## src/rtl/ltt_pkg.sv

```systemverilog
// Shared types, codes and sizes for the log transaction tracker.
package ltt_pkg;

  localparam int LOG_DEPTH = 32;
  // Usable entries: the table depth, never more than 32.
  localparam int LIM_MAX   = (LOG_DEPTH < 32) ? LOG_DEPTH : 32;
  localparam int CNT_W     = $clog2(LIM_MAX + 1);
  localparam int CFG_W     = 6;
  localparam int OPEN_W    = 6;
  localparam int NEED_W    = 13;
  localparam int BLK_W     = 16;
  localparam int ADDR_W    = 3;
  localparam int DATA_W    = 32;

  localparam logic [1:0] K_BEGIN = 2'd0;
  localparam logic [1:0] K_END   = 2'd1;
  localparam logic [1:0] K_WRITE = 2'd2;
  localparam logic [1:0] K_DONE  = 2'd3;

  localparam logic [3:0] ST_GRANTED      = 4'd0;
  localparam logic [3:0] ST_WAIT         = 4'd1;
  localparam logic [3:0] ST_END_OK       = 4'd2;
  localparam logic [3:0] ST_COMMIT_BLOCK = 4'd3;
  localparam logic [3:0] ST_COMMIT_EMPTY = 4'd4;
  localparam logic [3:0] ST_ABSORBED     = 4'd5;
  localparam logic [3:0] ST_APPENDED     = 4'd6;
  localparam logic [3:0] ST_DONE         = 4'd7;
  localparam logic [3:0] ST_ERROR        = 4'd8;

  localparam logic REG_CAP = 1'b0;
  localparam logic REG_RSV = 1'b1;

  localparam logic [OPEN_W-1:0] OPEN_MAX = 6'd63;

  // Search probe travelling down the cell row.
  typedef struct packed {
    logic             valid;
    logic             hit;
    logic [BLK_W-1:0] key;
  } probe_t;

  // Per-cell control from the sequencer.
  typedef struct packed {
    logic load;
    logic shift;
    logic active;
  } cell_ctl_t;

endpackage

```

## src/rtl/ltt_cell.sv

```systemverilog
// One table cell: holds a logged block, compares a passing probe, shifts on commit.
module ltt_cell import ltt_pkg::*; (
  input  logic             clk,
  input  logic             rst,
  input  cell_ctl_t        ctl,
  input  logic [BLK_W-1:0] load_data,
  input  logic [BLK_W-1:0] shift_in,
  input  probe_t           probe_in,
  output probe_t           probe_out,
  output logic [BLK_W-1:0] entry
);

  always_ff @(posedge clk) begin
    if (rst) begin
      probe_out.valid <= 1'b0;
    end else begin
      probe_out.valid <= probe_in.valid;
    end
    probe_out.key <= probe_in.key;
    probe_out.hit <= probe_in.hit | (ctl.active & (entry == probe_in.key));
  end

  // table payload, no reset
  always_ff @(posedge clk) begin
    if (ctl.load) begin
      entry <= load_data;
    end else if (ctl.shift) begin
      entry <= shift_in;
    end
  end

endmodule

```

## src/rtl/log_transaction_tracker.sv

```systemverilog
// Top level of the log transaction tracker: sequencer, cell row and register port.
//
// Write-ahead log bookkeeping. Each item is a begin, end, write or commit-done
// request. Begin, end and commit-done items are answered at once with a single
// registered result, save an end that starts a non-empty commit. A write sends
// a probe down a row of LOG_DEPTH cells, one cell per cycle, and its result
// (absorbed or appended) is ready once the probe leaves the row; a write that
// errors up front is answered at once. The end that closes the last open call
// starts a commit, which streams out the logged blocks, up to the effective
// capacity, in table order, one result per cycle while the output is not
// stalled, by shifting the row towards cell 0; the last result carries last.
// A new item is taken only once the previous one has produced all of its
// results, but a result may still sit in the output register meanwhile.
// Registers: log_capacity at address 0, reservation_per_call at address 4,
// low six bits kept. No clearing pass is needed after reset.
module log_transaction_tracker import ltt_pkg::*; (
  input  logic              clk,
  input  logic              rst,
  // input items
  input  logic              in_valid,
  output logic              in_stall,
  input  logic [1:0]        kind,
  input  logic [BLK_W-1:0]  block_number,
  // result items
  output logic              out_valid,
  input  logic              out_stall,
  output logic [3:0]        status,
  output logic [BLK_W-1:0]  logged_block,
  output logic              last,
  // register port
  input  logic              psel,
  input  logic              penable,
  input  logic              pwrite,
  input  logic [ADDR_W-1:0] paddr,
  input  logic [DATA_W-1:0] pwdata,
  output logic [DATA_W-1:0] prdata,
  output logic              pready
);

  localparam logic [1:0] S_IDLE   = 2'd0;
  localparam logic [1:0] S_SEARCH = 2'd1;
  localparam logic [1:0] S_COMMIT = 2'd2;

  logic [1:0]        state;
  logic [CFG_W-1:0]  log_capacity;
  logic [CFG_W-1:0]  reservation_per_call;
  logic [CNT_W-1:0]  entry_count;
  logic [OPEN_W-1:0] open_calls;
  logic              commit_running;
  logic [CNT_W-1:0]  remaining;

  // result slot ahead of the output register
  logic              res_valid;
  logic [3:0]        res_status;
  logic [BLK_W-1:0]  res_block;
  logic              res_last;

  probe_t            probe_src;
  probe_t            probe_chain [LOG_DEPTH+1];
  cell_ctl_t         cell_ctl    [LOG_DEPTH];
  logic [BLK_W-1:0]  entries     [LOG_DEPTH+1];

  logic              accept;
  logic              res_move;
  logic              cfg_write;
  logic              append;
  logic              shift;
  logic [CNT_W-1:0]  lim;
  logic [CNT_W-1:0]  n_used;
  logic [OPEN_W:0]   open_plus;
  logic [NEED_W-1:0] need;
  probe_t            probe_end;

  assign pready    = 1'b1;
  assign cfg_write = psel & penable & pwrite & pready;
  assign in_stall  = (state != S_IDLE) | res_valid;
  assign accept    = in_valid & ~in_stall;
  assign res_move  = res_valid & (~out_valid | ~out_stall);
  assign probe_end = probe_chain[LOG_DEPTH];

  always_comb begin
    case (paddr[2])
      REG_CAP: prdata = {{(DATA_W-CFG_W){1'b0}}, log_capacity};
      REG_RSV: prdata = {{(DATA_W-CFG_W){1'b0}}, reservation_per_call};
      default: prdata = '0;
    endcase
  end

  // effective capacity and admission sum
  always_comb begin
    if (log_capacity > CFG_W'(LIM_MAX)) begin
      lim = CNT_W'(LIM_MAX);
    end else begin
      lim = CNT_W'(log_capacity);
    end
    n_used    = (entry_count > lim) ? lim : entry_count;
    open_plus = {1'b0, open_calls} + (OPEN_W+1)'(1);
    need      = NEED_W'(entry_count) + NEED_W'(open_plus * reservation_per_call);
  end

  assign append = (state == S_SEARCH) & probe_end.valid & ~probe_end.hit;
  assign shift  = (state == S_COMMIT) & (~res_valid | res_move);

  // the cell row
  assign probe_chain[0]     = probe_src;
  assign entries[LOG_DEPTH] = '0;

  for (genvar i = 0; i < LOG_DEPTH; i++) begin : g_cell
    if (i < LIM_MAX) begin : g_used
      assign cell_ctl[i].load   = append & (entry_count == CNT_W'(i));
      assign cell_ctl[i].active = CNT_W'(i) < entry_count;
    end else begin : g_spare
      assign cell_ctl[i].load   = 1'b0;
      assign cell_ctl[i].active = 1'b0;
    end
    assign cell_ctl[i].shift = shift;

    ltt_cell u_cell (
      .clk       (clk),
      .rst       (rst),
      .ctl       (cell_ctl[i]),
      .load_data (probe_end.key),
      .shift_in  (entries[i+1]),
      .probe_in  (probe_chain[i]),
      .probe_out (probe_chain[i+1]),
      .entry     (entries[i])
    );
  end

  // output register
  always_ff @(posedge clk) begin
    if (rst) begin
      out_valid <= 1'b0;
    end else if (res_move) begin
      out_valid <= 1'b1;
    end else if (~out_stall) begin
      out_valid <= 1'b0;
    end
    if (res_move) begin
      status       <= res_status;
      logged_block <= res_block;
      last         <= res_last;
    end
  end

  // sequencer
  always_ff @(posedge clk) begin
    if (rst) begin
      state                <= S_IDLE;
      log_capacity         <= CFG_W'(32);
      reservation_per_call <= CFG_W'(10);
      entry_count          <= '0;
      open_calls           <= '0;
      commit_running       <= 1'b0;
      res_valid            <= 1'b0;
      probe_src.valid      <= 1'b0;
      remaining            <= '0;
    end else begin
      probe_src.valid <= 1'b0;
      if (res_move) begin
        res_valid <= 1'b0;
      end

      if (cfg_write) begin
        case (paddr[2])
          REG_CAP: log_capacity         <= pwdata[CFG_W-1:0];
          REG_RSV: reservation_per_call <= pwdata[CFG_W-1:0];
          default: ;
        endcase
      end

      case (state)
        S_IDLE: begin
          if (accept) begin
            res_valid <= 1'b1;
            res_block <= '0;
            res_last  <= 1'b1;
            case (kind)
              K_BEGIN: begin
                if (commit_running || open_calls >= OPEN_MAX ||
                    need > NEED_W'(lim)) begin
                  res_status <= ST_WAIT;
                end else begin
                  open_calls <= open_calls + OPEN_W'(1);
                  res_status <= ST_GRANTED;
                end
              end
              K_END: begin
                if (open_calls == '0 || commit_running) begin
                  res_status <= ST_ERROR;
                end else if (open_calls != OPEN_W'(1)) begin
                  open_calls <= open_calls - OPEN_W'(1);
                  res_status <= ST_END_OK;
                end else begin
                  open_calls     <= '0;
                  commit_running <= 1'b1;
                  if (n_used == '0) begin
                    res_status <= ST_COMMIT_EMPTY;
                  end else begin
                    // commit stream fills the result slot from the row
                    res_valid <= 1'b0;
                    remaining <= n_used;
                    state     <= S_COMMIT;
                  end
                end
              end
              K_WRITE: begin
                if (open_calls == '0 || entry_count >= lim) begin
                  res_status <= ST_ERROR;
                end else begin
                  res_valid       <= 1'b0;
                  probe_src.valid <= 1'b1;
                  probe_src.hit   <= 1'b0;
                  probe_src.key   <= block_number;
                  state           <= S_SEARCH;
                end
              end
              K_DONE: begin
                if (!commit_running) begin
                  res_status <= ST_ERROR;
                end else begin
                  entry_count    <= '0;
                  commit_running <= 1'b0;
                  res_status     <= ST_DONE;
                end
              end
              default: ;
            endcase
          end
        end

        S_SEARCH: begin
          // slot is empty here: it was empty when the write was taken
          if (probe_end.valid) begin
            res_valid <= 1'b1;
            res_block <= '0;
            res_last  <= 1'b1;
            if (probe_end.hit) begin
              res_status <= ST_ABSORBED;
            end else begin
              entry_count <= entry_count + CNT_W'(1);
              res_status  <= ST_APPENDED;
            end
            state <= S_IDLE;
          end
        end

        S_COMMIT: begin
          if (shift) begin
            res_valid  <= 1'b1;
            res_status <= ST_COMMIT_BLOCK;
            res_block  <= entries[0];
            res_last   <= (remaining == CNT_W'(1));
            remaining  <= remaining - CNT_W'(1);
            if (remaining == CNT_W'(1)) begin
              state <= S_IDLE;
            end
          end
        end

        default: state <= S_IDLE;
      endcase
    end
  end

endmodule
```

## config.mk

```make
export PLATFORM = sky130hd
export DESIGN_NAME = log_transaction_tracker
export DESIGN_NICKNAME = d
export VERILOG_FILES = /design/src/rtl/ltt_pkg.sv /design/src/rtl/ltt_cell.sv /design/src/rtl/log_transaction_tracker.sv
export SDC_FILE = /design/constraint.sdc
export NUM_CORES = 2
export LEC_CHECK = 0
export ABC_AREA = 1
export BUFFER_PORTS_ARGS = -buffer_cell sky130_fd_sc_hd__buf_2
export CORE_MARGIN = 2
export CORE_UTILIZATION = 50
export CTS_BUF_LIST = sky130_fd_sc_hd__clkbuf_16
export CTS_CLUSTER_DIAMETER = 60
export DETAILED_ROUTE_END_ITERATION = 6
export PLACE_DENSITY = 0.76
export SKIP_LAST_GASP = 1
export SLEW_MARGIN = 20
export SYNTH_ARGS = -nofsm -noshare
export SYNTH_HDL_FRONTEND = slang
export SYNTH_SLANG_ARGS = --single-unit
```

## constraint.sdc

```tcl
create_clock -name clk -period 11.1 [get_ports clk]
set_input_delay 2.22 -clock clk [delete_from_list [all_inputs] [get_ports clk]]
set_output_delay 2.22 -clock clk [all_outputs]
set_load 0.005 [all_outputs]
```

==> impl_metrics.sql <==
INSERT INTO impl_metrics (metric_group, metric, value, unit) VALUES
('timing', 'hold_slack', '0.3395', 'ns'),
('min_path', 'holdPathStages', '0', ''),
('timing', 'worst_slew_margin_rel', '25.26', '%'),
('cts', 'htreeDepth', '3', ''),
('cts', 'cts.hold.buffers_added', '0', ''),
('floorplanning', 'number_of_top_level_pins', '116', ''),
('cts', 'cts-buffers-inserted', '111', ''),
('grt', 'globalRoute.totalOverflow', '0', ''),
('setup_path', 'reg2reg_setup_slack', '4.57', 'ns'),
('setup_path', 'cpMaxStageDelayCell', 'o21ai_2', ''),
('cts', 'cts.repair.resized', '0', ''),
('setup_path', 'timing_worst_setup_path_type', 'reg -> reg', ''),
('setup_path', 'critPathBufInv', '5', ''),
('setup_path', 'crit_path_max_fanout', '13', ''),
('floorplanning', 'design.die.area', '93370', 'um2'),
('layout', 'utilization', '55.68', '%'),
('layout', 'area_delta_synth_final', '10.21', '%'),
('drt', 'drt-total-wl', '96.90', 'mm'),
('yosys', 'async_flop_share', '0', '%'),
('cts', 'cts-root-to-sink-buffers', '3', ''),
('yosys', 'synth_cell_area', '45470', 'um2'),
('floorplanning', 'die-height', '305.6', 'um'),
('grt', 'antenna_found_initial', '0', ''),
('grt', 'largest_net_degree_at_the_start_of_global_routing', '39', ''),
('grt', 'global_route.usage.total', '20.51', '%'),
('timing', 'hold_viol_final', '0', ''),
('drt', 'wire_per_inst', '17.89', 'um'),
('drt', 'drt_first_pass_iters', '6', ''),
('layout', 'num-nets-final', '4288', ''),
('layout', 'commonest_cells_after_routing_fill_and_taps_aside', 'nand2_1 (777), dfxtp_1 (612), edfxtp_1 (570)', ''),
('drt', 'drt-initial-drc-count', '2349', ''),
('min_path', 'timing.hold.worst.start', 'g_cell[30].u_cell.probe_out[0]', ''),
('setup_path', 'endpoint_kind', 'register', ''),
('place', 'place_congestion', '0.8598', ''),
('power', 'power_density', '227.4', 'nW/um2'),
('cts', 'clk_transition_reported_paths', '0.06', 'ns'),
('layout', 'drive_gt1_share', '7.404', '%'),
('layout', 'design_area_final', '50110', 'um2'),
('layout', 'final_common_cell', 'nand2_1', ''),
('yosys', 'ys_seq_area_share', '64.59', '%'),
('setup_path', 'timing.critical_path.max_delay_family', 'adder cells', ''),
('cts', 'clk_latency', '0.70', 'ns'),
('power', 'static-leakage-power', '0.02045', 'uW'),
('outcome', 'run_status', 'complete, no violations', ''),
('yosys', 'ys_dominant_reg_cell', 'dfxtp_1', ''),
('layout', 'filler_cell_count', '7383', ''),
('place', 'postPlaceCellArea', '46620', 'um2'),
('floorplanning', 'std_cell_rows', '110', ''),
('floorplanning', 'core_area', '90010', 'um2'),
('timing', 'setup_viol_count_final', '0', ''),
('flow_run', 'cap_violations', '0', ''),
('setup_path', 'worst_r2r_path_depth', '25', ''),
('yosys', 'yosys.cell_types.count', '54', ''),
('timing', 'setup_total_negative_slack', '0', 'ns'),
('timing', 'max_clock_freq', '0.1532', 'GHz'),
('timing', 'fin_skew', '0.04209', 'ns'),
('grt', 'via_count_of_the_first_global_routing_pass', '28530', ''),
('drt', 'vias', '28790', ''),
('yosys', 'synth-edff-count', '570', ''),
('setup_path', 'regToRegEndpoint', 'res_status[0]', ''),
('setup_path', 'cp-startpoint', 'open_calls[0]', ''),
('setup_path', 'worstSetupStartpointType', 'register', ''),
('timing', 'finalWorstPathRequiredPeriod', '6.526', 'ns'),
('yosys', 'synth_cells', '4121', ''),
('yosys', 'synth_register_bits', '1182', ''),
('layout', 'ant_cells', '0', ''),
('cts', 'cts_root_buffer', 'clkbuf_16', ''),
('setup_path', 'timing.critical_path.arrival', '6.90', 'ns'),
('timing', 'maxSlewViolCount', '0', ''),
('cts', 'cts_post_setup_buffers_inserted', '0', ''),
('min_path', 'hp-class', 'reg -> reg', '');
-- metrics by stage --
| stage | cells | power (uW) | worst slack, ns |
|---|---|---|---|
| CTS | 5416 | 11440 | 4.640 |
| global placement | 5205 | 7758 | 4.671 |
| detailed placement | 5205 | 7834 | 4.655 |
| finish | 5417 | 11390 | 4.574 |
| global route | 5417 | 11920 | 4.185 |
| floorplan | 4146 | 7267 | 5.564 |
-- report_power, final --
part	total (uW)	switching [uW]	internal, uW
clock network	3610	1650	1960
logic	1860	1210	648
registers	5920	412	5510
-- worst max path at each step --
stage | to | cells past startpoint
CTS | res_status[0] | 25
detailed placement | res_status[0] | 25
global placement | res_status[0] | 25
global route | open_calls[3] | 27
finish | res_status[0] | 25
floorplan | res_status[0] | 25
-- registers in the layout (all words and copies together) (netlist names) --
signal,cells
res_valid,1
reservation_per_call,6
remaining,6
open_calls,6
probe_chain,17
last,1
state,2
res_block,16
res_last,1
g_cell.u_cell.probe_out,576
logged_block,16
entry_count,6
out_valid,1
res_status,4
g_cell.u_cell.entry,512
log_capacity,6
commit_running,1
status,4
-- synthesized netlist by cell type, types with 6 or more instances --
cell type,count,share of area [%]
clkbuf_1,155,1.3
buf_4,27,0.45
or2_2,39,0.54
nor3b_1,8,0.13
nor2_1,235,1.9
nand3_1,60,0.66
xnor2_1,249,4.8
fa_1,24,1.1
nor3_1,20,0.22
o41ai_1,12,0.23
nand4_1,65,0.89
ha_1,61,1.7
a31o_2,12,0.23
a21oi_1,48,0.53
a2111oi_0,10,0.19
inv_1,262,2.2
nand2_1,778,6.4
edfxtp_1,570,38
xor2_1,211,4.1
o21ai_0,526,5.8
nor4_1,38,0.52
a21oi_2,6,0.12
dfxtp_1,612,27
o2111ai_1,11,0.21
-- worst register-to-register path, cell delays in order, from the launching register on --
cell and delay, ns:
dfxtp_1 0.53, ha_1 0.26, nand2_1 0.06, nor2_1 0.16, xor2_1 0.49, nor2_1 0.12
fa_1 0.52, inv_1 0.05, fa_1 0.48, inv_1 0.06, fa_1 0.53, inv_1 0.05
fa_1 0.49, inv_1 0.04, ha_1 0.34, xor2_1 0.19, ha_1 0.28, inv_1 0.04
nor2_1 0.13, nand4_1 0.10, a21oi_1 0.24, nand3_1 0.12, nor2_1 0.10, nand3b_1 0.12
o21ai_2 0.54, o211ai_1 0.20
-- cells by family after synthesis --
kind of cell	after synthesis	share of synthesized area, %
AND/OR/NAND/NOR	1269	11.80
flip-flops	1182	64.59
AO/OA/AOI/OAI	662	7.916
buffers and inverters	461	4.083
XOR/XNOR	460	8.860
adder cells (fa/ha/maj)	85	2.735
other	2	0.01652
-- layout make-up --
type	count	area, um2	area share, %
clock buffers	112	2803	5.593
clock inverters	99	666.9	1.331
inverters	267	1002	2.000
multi-input cells	2503	14360	28.66
flip-flops and latches	1182	29370	58.60
well taps	1176	1471	2.936
repair buffers	78	439.2	0.8763
-- per-layer routing --
| metal | wire [um] | track usage (%) |
|---|---|---|
| met5 | 0 | 0 |
| met4 | 2011 | 5.831 |
| met3 | 5129 | 2.621 |
| met2 | 45940 | 34.02 |
| met1 | 43820 | 28.37 |
No activity file was read; power rests on OpenSTA's default activity.
